==> src/rtl/core/dfw_pkg.sv <==
`default_nettype none

package dfw_pkg;

    // Sizing of the graph storage.
    localparam int MAX_VERTICES = 16;
    localparam int MAX_DEGREE   = 16;

    // Field widths fixed by the interface.
    localparam int VTX_W        = 4;
    localparam int CNT_W        = VTX_W + 1;
    localparam int CFG_W        = 5;
    localparam int CMD_W        = 2;
    localparam int ST_W         = 2;
    localparam int VERTEX_SLOTS = 1 << VTX_W;

    // Vertices that can be addressed at all.
    localparam int VERTEX_CAP = (MAX_VERTICES < VERTEX_SLOTS) ? MAX_VERTICES : VERTEX_SLOTS;

    // Derived storage widths.
    localparam int LEN_W     = $clog2(MAX_DEGREE + 1);
    localparam int TBL_DEPTH = VERTEX_CAP * MAX_DEGREE;
    localparam int ADDR_W    = $clog2(TBL_DEPTH);
    localparam int STK_IDX_W = $clog2(MAX_VERTICES);
    localparam int DEPTH_W   = $clog2(MAX_VERTICES + 1);

    // Command queue between front and back.
    localparam int QUEUE_DEPTH = 2;
    localparam int QPTR_W      = $clog2(QUEUE_DEPTH);
    localparam int QCNT_W      = $clog2(QUEUE_DEPTH + 1);

    // Vertex count register reset value.
    localparam logic [CFG_W-1:0] CFG_RESET = CFG_W'(16);

    // Input command codes.
    localparam logic [CMD_W-1:0] CMD_CLEAR  = 2'd0;
    localparam logic [CMD_W-1:0] CMD_ADD    = 2'd1;
    localparam logic [CMD_W-1:0] CMD_SEARCH = 2'd2;

    // Result status codes.
    localparam logic [ST_W-1:0] ST_OK    = 2'd0;
    localparam logic [ST_W-1:0] ST_FULL  = 2'd1;
    localparam logic [ST_W-1:0] ST_RANGE = 2'd2;

    // Result kinds.
    localparam logic KIND_STATUS = 1'b0;
    localparam logic KIND_VISIT  = 1'b1;

    // Operations after classification by the front.
    typedef enum logic [1:0] {
        OP_CLEAR,
        OP_ADD,
        OP_SEARCH,
        OP_REJECT
    } t_op;

    typedef struct packed {
        t_op              op;
        logic [VTX_W-1:0] vertex;
        logic [VTX_W-1:0] neighbor;
    } t_cmd;

    // A queue slot as it moves between modules.
    typedef struct packed {
        logic valid;
        t_cmd cmd;
    } t_qitem;

    // One frame of the walk stack.
    typedef struct packed {
        logic [VTX_W-1:0] vtx;
        logic [LEN_W-1:0] pos;
    } t_frame;

    typedef struct packed {
        logic             kind;
        logic [VTX_W-1:0] vertex;
        logic [ST_W-1:0]  status;
        logic             last;
    } t_result;

    // Address of entry pos in the list of vertex v.
    function automatic logic [ADDR_W-1:0] tbl_addr(input logic [VTX_W-1:0] v,
                                                   input logic [LEN_W-1:0] pos);
        logic [ADDR_W-1:0] base;
        base = ADDR_W'(ADDR_W'(v) * ADDR_W'(MAX_DEGREE));
        return base + ADDR_W'(pos);
    endfunction

endpackage

`default_nettype wire

==> src/rtl/core/graph_depth_first_walk.sv <==
// Depth-first walk over a small adjacency table. Clear, add and rejected
// commands each give one status result in the back end. A search from
// vertex s gives one report per reachable vertex, in recursive depth-first
// order, the final one flagged last; for each list entry it makes one
// registered read of the neighbor table and then one check, and it pops a
// stack frame when a list is used up. The front takes items into a
// two-entry queue while the back works, so input stalls only when that
// queue is full. The vertex count register may be written only while idle.
`default_nettype none

module graph_depth_first_walk
    import dfw_pkg::*;
(
    input  wire logic             i_clk,
    input  wire logic             i_rst_n,
    input  wire logic             i_valid,
    output logic                  o_stall,
    input  wire logic [CMD_W-1:0] i_command,
    input  wire logic [VTX_W-1:0] i_vertex,
    input  wire logic [VTX_W-1:0] i_neighbor,
    output logic                  o_valid,
    input  wire logic             i_stall,
    output logic                  o_kind,
    output logic      [VTX_W-1:0] o_visited_vertex,
    output logic      [ST_W-1:0]  o_status,
    output logic                  o_last,
    input  wire logic             i_cfg_valid,
    output logic                  o_cfg_ready,
    input  wire logic [CFG_W-1:0] i_cfg_data
);

    t_qitem           push;
    t_qitem           head;
    logic             q_full;
    logic             pop;
    logic [CNT_W-1:0] count;
    t_result          result;

    dfw_front u_front (
        .i_clk       (i_clk),
        .i_rst_n     (i_rst_n),
        .i_valid     (i_valid),
        .o_stall     (o_stall),
        .i_command   (i_command),
        .i_vertex    (i_vertex),
        .i_neighbor  (i_neighbor),
        .i_cfg_valid (i_cfg_valid),
        .o_cfg_ready (o_cfg_ready),
        .i_cfg_data  (i_cfg_data),
        .i_q_full    (q_full),
        .o_push      (push),
        .o_count     (count)
    );

    dfw_queue u_queue (
        .i_clk   (i_clk),
        .i_rst_n (i_rst_n),
        .i_push  (push),
        .i_pop   (pop),
        .o_full  (q_full),
        .o_head  (head)
    );

    dfw_back u_back (
        .i_clk    (i_clk),
        .i_rst_n  (i_rst_n),
        .i_head   (head),
        .o_pop    (pop),
        .i_count  (count),
        .o_valid  (o_valid),
        .i_stall  (i_stall),
        .o_result (result)
    );

    // Result fields on their own ports.
    assign o_kind           = result.kind;
    assign o_visited_vertex = result.vertex;
    assign o_status         = result.status;
    assign o_last           = result.last;

endmodule

`default_nettype wire

==> src/rtl/core/dfw_ram.sv <==
`default_nettype none

module dfw_ram #(
    parameter int WIDTH = 4,
    parameter int DEPTH = 256
) (
    input  wire logic                     i_clk,
    input  wire logic                     i_wr_en,
    input  wire logic [$clog2(DEPTH)-1:0] i_wr_addr,
    input  wire logic [WIDTH-1:0]         i_wr_data,
    input  wire logic                     i_rd_en,
    input  wire logic [$clog2(DEPTH)-1:0] i_rd_addr,
    output logic      [WIDTH-1:0]         o_rd_data
);

    logic [WIDTH-1:0] r_mem [DEPTH];

    // One write port, one registered read port; read data holds without a read.
    always_ff @(posedge i_clk) begin
        if (i_wr_en) begin
            r_mem[i_wr_addr] <= i_wr_data;
        end
        if (i_rd_en) begin
            o_rd_data <= r_mem[i_rd_addr];
        end
    end

endmodule

`default_nettype wire

==> src/rtl/core/dfw_front.sv <==
`default_nettype none

module dfw_front
    import dfw_pkg::*;
(
    input  wire logic             i_clk,
    input  wire logic             i_rst_n,
    input  wire logic             i_valid,
    output logic                  o_stall,
    input  wire logic [CMD_W-1:0] i_command,
    input  wire logic [VTX_W-1:0] i_vertex,
    input  wire logic [VTX_W-1:0] i_neighbor,
    input  wire logic             i_cfg_valid,
    output logic                  o_cfg_ready,
    input  wire logic [CFG_W-1:0] i_cfg_data,
    input  wire logic             i_q_full,
    output t_qitem                o_push,
    output logic      [CNT_W-1:0] o_count
);

    logic [CFG_W-1:0] r_cfg;
    logic [CNT_W-1:0] count;
    logic             vtx_bad;
    logic             nb_bad;
    logic             accept;

    // Vertex count register; writes are always taken.
    assign o_cfg_ready = 1'b1;

    always_ff @(posedge i_clk) begin
        if (!i_rst_n) begin
            r_cfg <= CFG_RESET;
        end else if (i_cfg_valid) begin
            r_cfg <= i_cfg_data;
        end
    end

    // Effective count, saturated to the addressable range; zero counts as one.
    always_comb begin
        if (r_cfg == '0) begin
            count = CNT_W'(1);
        end else if (CNT_W'(r_cfg) > CNT_W'(VERTEX_CAP)) begin
            count = CNT_W'(VERTEX_CAP);
        end else begin
            count = CNT_W'(r_cfg);
        end
    end

    assign o_count = count;
    assign o_stall = i_q_full;
    assign accept  = i_valid && !i_q_full;
    assign vtx_bad = CNT_W'(i_vertex) >= count;
    assign nb_bad  = CNT_W'(i_neighbor) >= count;

    // Classify the item; the unused command is taken and dropped.
    always_comb begin
        o_push.valid        = 1'b0;
        o_push.cmd.op       = OP_CLEAR;
        o_push.cmd.vertex   = i_vertex;
        o_push.cmd.neighbor = i_neighbor;
        case (i_command)
            CMD_CLEAR: begin
                o_push.valid  = accept;
                o_push.cmd.op = OP_CLEAR;
            end
            CMD_ADD: begin
                o_push.valid  = accept;
                o_push.cmd.op = (vtx_bad || nb_bad) ? OP_REJECT : OP_ADD;
            end
            CMD_SEARCH: begin
                o_push.valid  = accept;
                o_push.cmd.op = vtx_bad ? OP_REJECT : OP_SEARCH;
            end
            default: begin
                o_push.valid = 1'b0;
            end
        endcase
    end

endmodule

`default_nettype wire

==> src/rtl/core/dfw_queue.sv <==
`default_nettype none

module dfw_queue
    import dfw_pkg::*;
(
    input  wire logic   i_clk,
    input  wire logic   i_rst_n,
    input  wire t_qitem i_push,
    input  wire logic   i_pop,
    output logic        o_full,
    output t_qitem      o_head
);

    t_cmd              r_slot [QUEUE_DEPTH];
    logic [QPTR_W-1:0] r_wr_ptr;
    logic [QPTR_W-1:0] r_rd_ptr;
    logic [QCNT_W-1:0] r_fill;
    logic              do_pop;

    assign o_full       = r_fill == QCNT_W'(QUEUE_DEPTH);
    assign o_head.valid = r_fill != '0;
    assign o_head.cmd   = r_slot[r_rd_ptr];
    assign do_pop       = i_pop && (r_fill != '0);

    // Slots hold payload only; pointers and fill are control.
    always_ff @(posedge i_clk) begin
        if (i_push.valid) begin
            r_slot[r_wr_ptr] <= i_push.cmd;
        end
        if (!i_rst_n) begin
            r_wr_ptr <= '0;
            r_rd_ptr <= '0;
            r_fill   <= '0;
        end else begin
            if (i_push.valid) begin
                r_wr_ptr <= (r_wr_ptr == QPTR_W'(QUEUE_DEPTH - 1)) ? '0 : r_wr_ptr + 1'b1;
            end
            if (do_pop) begin
                r_rd_ptr <= (r_rd_ptr == QPTR_W'(QUEUE_DEPTH - 1)) ? '0 : r_rd_ptr + 1'b1;
            end
            if (i_push.valid && !do_pop) begin
                r_fill <= r_fill + 1'b1;
            end else if (do_pop && !i_push.valid) begin
                r_fill <= r_fill - 1'b1;
            end
        end
    end

endmodule

`default_nettype wire

==> src/rtl/core/dfw_back.sv <==
`default_nettype none

module dfw_back
    import dfw_pkg::*;
(
    input  wire logic             i_clk,
    input  wire logic             i_rst_n,
    input  wire t_qitem           i_head,
    output logic                  o_pop,
    input  wire logic [CNT_W-1:0] i_count,
    output logic                  o_valid,
    input  wire logic             i_stall,
    output t_result               o_result
);

    typedef enum logic [1:0] {
        S_IDLE,
        S_LOOK,
        S_CHECK,
        S_FINISH
    } t_state;

    t_state             r_state, n_state;
    logic [LEN_W-1:0]   r_len [VERTEX_SLOTS];
    logic [LEN_W-1:0]   n_len [VERTEX_SLOTS];
    t_frame             r_stack [MAX_VERTICES];
    t_frame             n_stack [MAX_VERTICES];
    logic [DEPTH_W-1:0] r_depth, n_depth;
    logic [VERTEX_SLOTS-1:0] r_visited, n_visited;
    logic [VTX_W-1:0]   r_pend, n_pend;
    logic               r_o_valid, n_o_valid;
    t_result            r_out, n_out;

    logic               can_emit;
    logic [STK_IDX_W-1:0] top_idx;
    t_frame             top;
    logic               wr_en;
    logic [ADDR_W-1:0]  wr_addr;
    logic               rd_en;
    logic [ADDR_W-1:0]  rd_addr;
    logic [VTX_W-1:0]   rd_nb;
    logic [DEPTH_W-1:0] depth_dec;

    // Neighbor lists, one slot per vertex and list position.
    dfw_ram #(
        .WIDTH(VTX_W),
        .DEPTH(TBL_DEPTH)
    ) u_table (
        .i_clk     (i_clk),
        .i_wr_en   (wr_en),
        .i_wr_addr (wr_addr),
        .i_wr_data (i_head.cmd.neighbor),
        .i_rd_en   (rd_en),
        .i_rd_addr (rd_addr),
        .o_rd_data (rd_nb)
    );

    assign can_emit  = !r_o_valid || !i_stall;
    assign depth_dec = r_depth - 1'b1;
    assign top_idx   = depth_dec[STK_IDX_W-1:0];
    assign top       = r_stack[top_idx];
    assign o_valid   = r_o_valid;
    assign o_result  = r_out;

    // Command execution and the depth-first walk. A found vertex is held back
    // one step so the final report can carry the last flag.
    always_comb begin
        n_state   = r_state;
        n_len     = r_len;
        n_stack   = r_stack;
        n_depth   = r_depth;
        n_visited = r_visited;
        n_pend    = r_pend;
        n_o_valid = r_o_valid && i_stall;
        n_out     = r_out;
        o_pop     = 1'b0;
        wr_en     = 1'b0;
        wr_addr   = tbl_addr(i_head.cmd.vertex, r_len[i_head.cmd.vertex]);
        rd_en     = 1'b0;
        rd_addr   = tbl_addr(top.vtx, top.pos);
        case (r_state)
            S_IDLE: begin
                if (i_head.valid && can_emit) begin
                    o_pop = 1'b1;
                    n_out = '{kind: KIND_STATUS, vertex: '0, status: ST_OK, last: 1'b1};
                    case (i_head.cmd.op)
                        OP_CLEAR: begin
                            n_o_valid = 1'b1;
                            for (int i = 0; i < VERTEX_SLOTS; i++) begin
                                n_len[i] = '0;
                            end
                        end
                        OP_ADD: begin
                            n_o_valid = 1'b1;
                            if (r_len[i_head.cmd.vertex] >= LEN_W'(MAX_DEGREE)) begin
                                n_out.status = ST_FULL;
                            end else begin
                                wr_en = 1'b1;
                                n_len[i_head.cmd.vertex] = r_len[i_head.cmd.vertex] + 1'b1;
                            end
                        end
                        OP_REJECT: begin
                            n_o_valid    = 1'b1;
                            n_out.status = ST_RANGE;
                        end
                        OP_SEARCH: begin
                            n_visited  = '0;
                            n_visited[i_head.cmd.vertex] = 1'b1;
                            n_pend     = i_head.cmd.vertex;
                            n_stack[0] = '{vtx: i_head.cmd.vertex, pos: '0};
                            n_depth    = DEPTH_W'(1);
                            n_state    = S_LOOK;
                        end
                        default: begin
                            o_pop = 1'b1;
                        end
                    endcase
                end
            end
            S_LOOK: begin
                if (r_depth == '0) begin
                    n_state = S_FINISH;
                end else if (top.pos >= r_len[top.vtx]) begin
                    n_depth = depth_dec;
                end else begin
                    rd_en                = 1'b1;
                    n_stack[top_idx].pos = top.pos + 1'b1;
                    n_state              = S_CHECK;
                end
            end
            S_CHECK: begin
                if (CNT_W'(rd_nb) >= i_count || r_visited[rd_nb]) begin
                    n_state = S_LOOK;
                end else if (can_emit) begin
                    n_o_valid        = 1'b1;
                    n_out            = '{kind: KIND_VISIT, vertex: r_pend, status: ST_OK,
                                         last: 1'b0};
                    n_pend           = rd_nb;
                    n_visited[rd_nb] = 1'b1;
                    if (r_depth < DEPTH_W'(MAX_VERTICES)) begin
                        n_stack[r_depth[STK_IDX_W-1:0]] = '{vtx: rd_nb, pos: '0};
                        n_depth = r_depth + 1'b1;
                    end
                    n_state = S_LOOK;
                end
            end
            S_FINISH: begin
                if (can_emit) begin
                    n_o_valid = 1'b1;
                    n_out     = '{kind: KIND_VISIT, vertex: r_pend, status: ST_OK, last: 1'b1};
                    n_state   = S_IDLE;
                end
            end
            default: begin
                n_state = S_IDLE;
            end
        endcase
    end

    // State, walk storage and the output register.
    always_ff @(posedge i_clk) begin
        r_stack <= n_stack;
        r_pend  <= n_pend;
        r_out   <= n_out;
        if (!i_rst_n) begin
            r_state   <= S_IDLE;
            r_depth   <= '0;
            r_visited <= '0;
            r_o_valid <= 1'b0;
            for (int i = 0; i < VERTEX_SLOTS; i++) begin
                r_len[i] <= '0;
            end
        end else begin
            r_state   <= n_state;
            r_depth   <= n_depth;
            r_visited <= n_visited;
            r_o_valid <= n_o_valid;
            r_len     <= n_len;
        end
    end

endmodule

`default_nettype wire

==> config.mk <==
export PLATFORM = sky130hd
export DESIGN_NAME = graph_depth_first_walk
export DESIGN_NICKNAME = d
export VERILOG_FILES = /design/src/rtl/core/dfw_pkg.sv /design/src/rtl/core/graph_depth_first_walk.sv /design/src/rtl/core/dfw_ram.sv /design/src/rtl/core/dfw_front.sv /design/src/rtl/core/dfw_queue.sv /design/src/rtl/core/dfw_back.sv
export SDC_FILE = /design/constraint.sdc
export NUM_CORES = 2
export LEC_CHECK = 0
export BUFFER_PORTS_ARGS = -buffer_cell sky130_fd_sc_hd__buf_4
export CORE_MARGIN = 2
export CORE_UTILIZATION = 33
export DETAILED_ROUTE_END_ITERATION = 8
export SLEW_MARGIN = 0
export SYNTH_ARGS = -nofsm -noshare
export SYNTH_HDL_FRONTEND = slang
export SYNTH_SLANG_ARGS = --single-unit
==> constraint.sdc <==
create_clock -name i_clk -period 8.8 [get_ports i_clk]
set_input_delay 0.44 -clock i_clk [delete_from_list [all_inputs] [get_ports i_clk]]
set_output_delay 0.44 -clock i_clk [all_outputs]
set_load 0.02 [all_outputs]
# Yosys cells after proc, flatten, opt, wreduce, memory -nomap -nowiden
# Memories as Yosys holds them, arrays and structs flattened. A register that Yosys moved wholly into a read port is not among the register bits.
# Cells that the tools add are included.
[classes]
add_sub_neg = 10
order_cmp = 18
n_eq_ne = 21
mux = 98
bitwise_logic = 5
reduce_logical = 40
[op_table]
columns = ["operator", "count"]
rows = [
  ["$mux 144", 5],
  ["$bwmux 144", 2],
  ["$pmux 135 s2", 1],
  ["$pmux 80 s2", 1],
  ["$bwmux 80", 1],
  ["$mux 80", 1],
  ["$mux 5", 15],
  ["$demux 9 s4", 2],
  ["$mux 16", 4],
  ["$mux 9", 5],
  ["$bmux 5 s4", 2],
  ["$bmux 9 s4", 1],
  ["$mux 8", 4],
  ["$pmux 16 s2", 1],
  ["$mux 1", 27],
  ["$pmux 9 s3", 1],
  ["$ge 5x5->1 const B", 5],
  ["$pmux 8 s3", 1],
  ["$demux 5 s4", 1],
  ["$mux 2", 10],
  ["$not 4->5", 4],
  ["$add 8x5->8", 2],
  ["$mux 4", 4],
  ["$or 16x16->16", 1],
  ["other kinds (37)", 91],
]
[totals]
reg_bits = 269
ramBits = 1044
out_inout_bits = 11
elab_cells = 255
mem_count = 2
[mem_list]
columns = ["memory", "depth", "width", "rd", "rd_ports_with_merged_regs", "wr", "line", "text"]
rows = [
  ["u_back.u_table.r_mem", 256, 4, 1, 1, 1, "dfw_ram.sv:16", "logic [WIDTH-1:0] r_mem [DEPTH];"],
  ["u_queue.r_slot", 2, 10, 1, 1, 1, "dfw_queue.sv:14", "t_cmd r_slot [QUEUE_DEPTH];"],
]

# Logic depth before layout (Yosys ltp)
[depth]
depth_word = 13
depth_mapped = 30
mapped_depth_nobuf = 20

# Hierarchy
# A second synthesis with hierarchy kept.
[hier_totals]
hier_cells = 3422
hier_area_um2 = 56072.5
[modules_own_cells]
columns = ["module", "n_inst", "cells_each", "area_each_um2", "seq_area_each_um2"]
rows = [
  ["dfw_ram", 1, 2051, 40715.3, 30869.6],
  ["dfw_back", 1, 1246, 13855.8, 6766.5],
  ["dfw_queue", 1, 53, 938.4, 700.7],
  ["dfw_front", 1, 72, 563.0, 100.1],
]

# Worst setup path after synthesis
# OpenSTA, ideal clock, no wires.
[synth_timing]
kind = "reg2reg"
startpoint = "register u_back.r_depth[0]"
endpoint = "register u_back.r_stack[100] (netlist name) (enable)"
setup_time_ns = 0.349
arrival_ns = 6.251
required_time_ns = 8.451
setup_slack_ns = 2.200
path_stages_with_launch = 31
path_buffers = 10
synth_period_minus_slack_ns = 6.600
path_cell_list = "dfxtp_1 -> buf_4 -> buf_6 -> buf_4 -> buf_2 -> inv_1 -> ha_1 -> buf_2 -> buf_1 -> mux4_2 -> mux4_2 -> buf_4 -> buf_6 -> buf_2 -> mux2i_1 -> nand2_1 -> o211ai_1 -> o21ai_0 -> nand2_1 -> o21ai_0 -> ha_1 -> nand2b_1 -> a21o_1 -> a21o_1 -> a21oi_1 -> o21ai_0 -> nand2_1 -> nand2_1 -> clkbuf_1 -> nor3_1 -> o21bai_1"
[synth_via]
elab_chain_cells = 12
elab_cells_between_ends = 16
classes_between = "1 x add/sub; 2 x order compare; 3 x eq/ne; 6 x mux; 2 x bitwise; 2 x reduce/logical"
[synth_lines]
columns = ["item", "line", "text"]
rows = [
  ["from (decl)", "dfw_back.sv:28", "logic [DEPTH_W-1:0] r_depth, n_depth;"],
  ["from (signal assigned)", "dfw_back.sv:175", "r_depth <= n_depth;"],
  ["$sub 5x1->5", "dfw_back.sv:59", "assign depth_dec = r_depth - 1'b1;"],
  ["$not 4->5 (not written as such)", "dfw_back.sv:61", "assign top = r_stack[top_idx];"],
  ["$bmux 9 s4", "dfw_back.sv:61", ""],
  ["$mux 9 (not written as such) (2 in series)", "dfw_back.sv:61", ""],
  ["$not 4->5 (not written as such)", "dfw_back.sv:123", "end else if (top.pos >= r_len[top.vtx]) begin"],
  ["$bmux 5 s4", "dfw_back.sv:123", ""],
  ["$mux 5 (not written as such) (2 in series)", "dfw_back.sv:123", ""],
  ["$ge 5x5->1", "dfw_back.sv:123", ""],
  ["$ne 2x2->1 (no source line)", "-", ""],
  ["$reduce_and 6->1 (no source line) (*)", "-", ""],
  ["to (signal assigned)", "dfw_back.sv:162", "r_stack <= n_stack;"],
  ["to (decl)", "dfw_back.sv:26", "t_frame r_stack [MAX_VERTICES];"],
]
# Every way passes the cells marked *; elsewhere a longest branch is shown, timed or not. The select of a mux whose other input is x is not followed.
# A chain may end at the register's enable or synchronous reset.

# Worst setup path after layout
[layout_timing]
startpoint = "register u_back.r_depth[1]"
endpoint = "register u_back.r_stack[49] (netlist name) (enable)"
# Same word-level chain as after synthesis.

==> impl_metrics.json <==
{
  "path_cells": "inv_1 -> ha_1 -> buf_4 -> mux4_2 -> o211ai_2 -> and4_4 -> inv_16 -> ha_1 -> a21o_1 -> a21o_1 -> a21oi_1 -> o21ai_0 -> nand2_1 -> nand2_1 -> nor3_1 -> o21bai_1",
  "synthCells": 4509,
  "synth_area_leaders": "edfxtp_1 (63%), nand2_1 (5.0%), mux2i_1 (4.3%)",
  "die_h_um": 419.9,
  "clk_root_buffer_cell": "clkbuf_16",
  "synth_cell_types": 85,
  "grt_max_degree": 191,
  "clkSinkCount": 1318,
  "post-cts-setup-buffers": 0,
  "via_per_inst": 5.405,
  "core_area_sq_um": 171700,
  "final_max_slew_viol_count": 0,
  "dr.pass1.iters": 5,
  "track_usage": 0.1843,
  "cts_made_buffers": 135,
  "fmax_ghz": 0.1356,
  "ctsLongestPathBuffers": 3,
  "htreeDepth": 4,
  "start_kind": "flop",
  "num_antenna_cells": 0,
  "power.total_mw": 24.58,
  "final_nets": 4537,
  "critical-path-top-delay-family": "simple AND/OR/NAND/NOR gates",
  "min_period_ns": 7.373,
  "grt_first_pass_wirelength_um": 241500,
  "ir_drop_mv": 0.4687,
  "p_leak_nw": 21.16,
  "crit_type": "flop to flop",
  "fin_tns_setup_ns": 0,
  "final-hold-violation-count": 0,
  "layout_commonest_cell": "edfxtp_1",
  "finalClockSkew_ns": 0.03363,
  "required_ns": 9.22,
  "maxCapViolCount": 0,
  "crit_path_end_kind": "flop",
  "slew_headroom": 0.09587,
  "dpl.hpwl_um": 98500,
  "io_buffers": 29,
  "setup_viol": 0,
  "fin_crit_sh": 0.8379,
  "fin_util": 0.3729,
  "rows": 152,
  "syn-cell-area_sq_um": 57090,
  "num_vias": 37230,
  "worst_pin_slew_ns": 1.344,
  "clk_pin_slew_ns": 0.07,
  "layout_setup_ws_ns": 1.427,
  "n_fill_cell": 16270,
  "synth-edff-count": 1204,
  "path_buf_inv": 3,
  "dp_slack_ns": 1.550,
  "post_drt_wl_per_cell_um": 23.86,
  "syn_area_per_cell_sq_um": 12.66,
  "syn_to_final_growth_pct": 12.18,
  "die-area_sq_um": 176300,
  "place_congestion": 0.8602,
  "synth_top_cell_by_area": "edfxtp_1",
  "rsz0062_at_grt": "no",
  "drive_gt1_frac": 0.1007,
  "cp.arrival_ns": 7.80,
  "hold_path.class": "primary input to flop",
  "overflow": 0,
  "ctsHoldBuffers": 20,
  "worst_path_max_delay_cell": "and4_4",
  "first_global_vias": 36220,
  "antenna_found_initial": 5,
  "cts.repair.resized": 0,
  "whs_ns": 0.1181,
  "clk_latency_ns": 0.79,
  "async_flop_share": 0,
  "outcome": "finished, final reports clean",
  "ys.flop_type": "edfxtp_1",
  "die_width_um": 419.9,
  "cpPeakStageDelay_ns": 0.94,
  "synthesis.nets": 4570,
  "first_iter_violations": 4399,
  "routed_wl_um": 164300,
  "antenna_left": 0,
  "path_max_fanout": 178,
  "yosysTopAreaCellShare": 0.6333,
  "drc": 0,
  "ys_seq_area_frac": 0.6733,
  "initial_core_util": 0.3324,
  "powerDensity_nw_per_um2": 383.8,
  "seqCellArea_sq_um": 38440,
  "multi_input_area_sq_um": 17120,
  "cts_tree": "done",
  "ios": 31,
  "yosys_warnings": 0,
  "synth_seq_cells": 1318,
  "final_cell_mix": "edfxtp_1 (1204), nand2_1 (761), nor2_1 (522), nand3_1 (375), mux2i_1 (247)"
}
metrics by stage:
stage          std cells  cell area (sq um)
5_1_grt             6888              64040
4_1_cts             6888              64040
3_5_place_dp        6629              59550
2_1_floorplan       4509              57090
3_3_place_gp        6629              59550
6_report            6888              64040
sequential cells by signal, indices dropped and copies added, names as in the netlist, named ones only:
signal,flops
u_back.o_result,8
u_back.o_valid,1
u_back.r_depth,5
u_back.r_len,80
u_back.r_pend,4
u_back.r_stack,144
u_back.r_state,2
u_back.r_visited,16
u_back.u_table.o_rd_data,4
u_back.u_table.r_mem,1024
u_front.r_cfg,5
u_queue.r_fill,2
u_queue.r_rd_ptr,1
u_queue.r_slot,20
u_queue.r_wr_ptr,1
kinds of logic after synthesis:
| family | synth area share |
|---|---|
| AND/OR/NAND/NOR | 0.1436 |
| XOR/XNOR | 0.003200 |
| multiplexers | 0.07671 |
| buffers and inverters | 0.02880 |
| AO/OA/AOI/OAI | 0.06535 |
| flip-flops | 0.6733 |
| other | 0.00006569 |
| adder cells (fa/ha/maj) | 0.008986 |
cell usage after synthesis, drive strengths merged (16+ instances only):
cell type	instances
ha	41
nand3	378
o221ai	26
nor2	536
a21oi	112
o22ai	19
a41oi	35
edfxtp	1204
nor4	28
o21ai	89
a22oi	63
mux4	65
nand2b	16
nor2b	25
and2	54
a311oi	20
mux2	33
inv	43
mux2i	251
buf	185
clkbuf	119
nor3	46
nand4	16
o211ai	17
nand2	770
dfxtp	114
a211oi	33
a32oi	34
a31oi	32
layer usage:
layer,routed length (um),vias to the layer above,track usage
met1,66580,18490,0.2446
met4,7204,2,0.08182
li1,-,16630,-
met3,13870,337,0.03423
met2,76670,1769,0.2936
met5,13,-,0
cell type report:
class | instances | area share
Clock buffer | 172 | 0.05576
Clock inverter | 67 | 0.01118
Inverter | 46 | 0.003067
Multi-Input combinational cell | 2841 | 0.2674
Sequential cell | 1318 | 0.6002
Tap cell | 2310 | 0.04513
Timing Repair Buffer | 134 | 0.01727
report_power, final:
group	total, mW	internal [mW]	switching (mW)	leakage (nW)
clock network	5.65	3.19	2.47	2.07
logic	11.4	3.17	8.21	7.07
registers	7.55	7.45	0.102	12.0
total	24.6	13.8	10.8	21.2
worst min-delay path, delay by kind of cell:
kind,cells,cell delay [ns]
buf+inv,1,0.09
fa+ha+maj,1,0.14
simple gates,1,0.06
final timing paths:
kind | to | start | cells after the start | slack [ns]
worst max-delay path | u_back.r_stack[49]$_DFFE_PP_ | u_back.r_depth[1]$_SDFFE_PN0P_ | 16 | 1.43
worst min-delay path | u_queue.r_slot[0][8]$_DFFE_PP_ | i_command[1] | 3 | 0.12
worst max register to register | u_back.r_stack[49]$_DFFE_PP_ | u_back.r_depth[1]$_SDFFE_PN0P_ | 16 | 1.43
worst min register to register | u_back.r_visited[3]$_SDFFE_PN0P_ | u_back.r_visited[3]$_SDFFE_PN0P_ | 2 | 0.48
(Power assumes the default switching activity.)
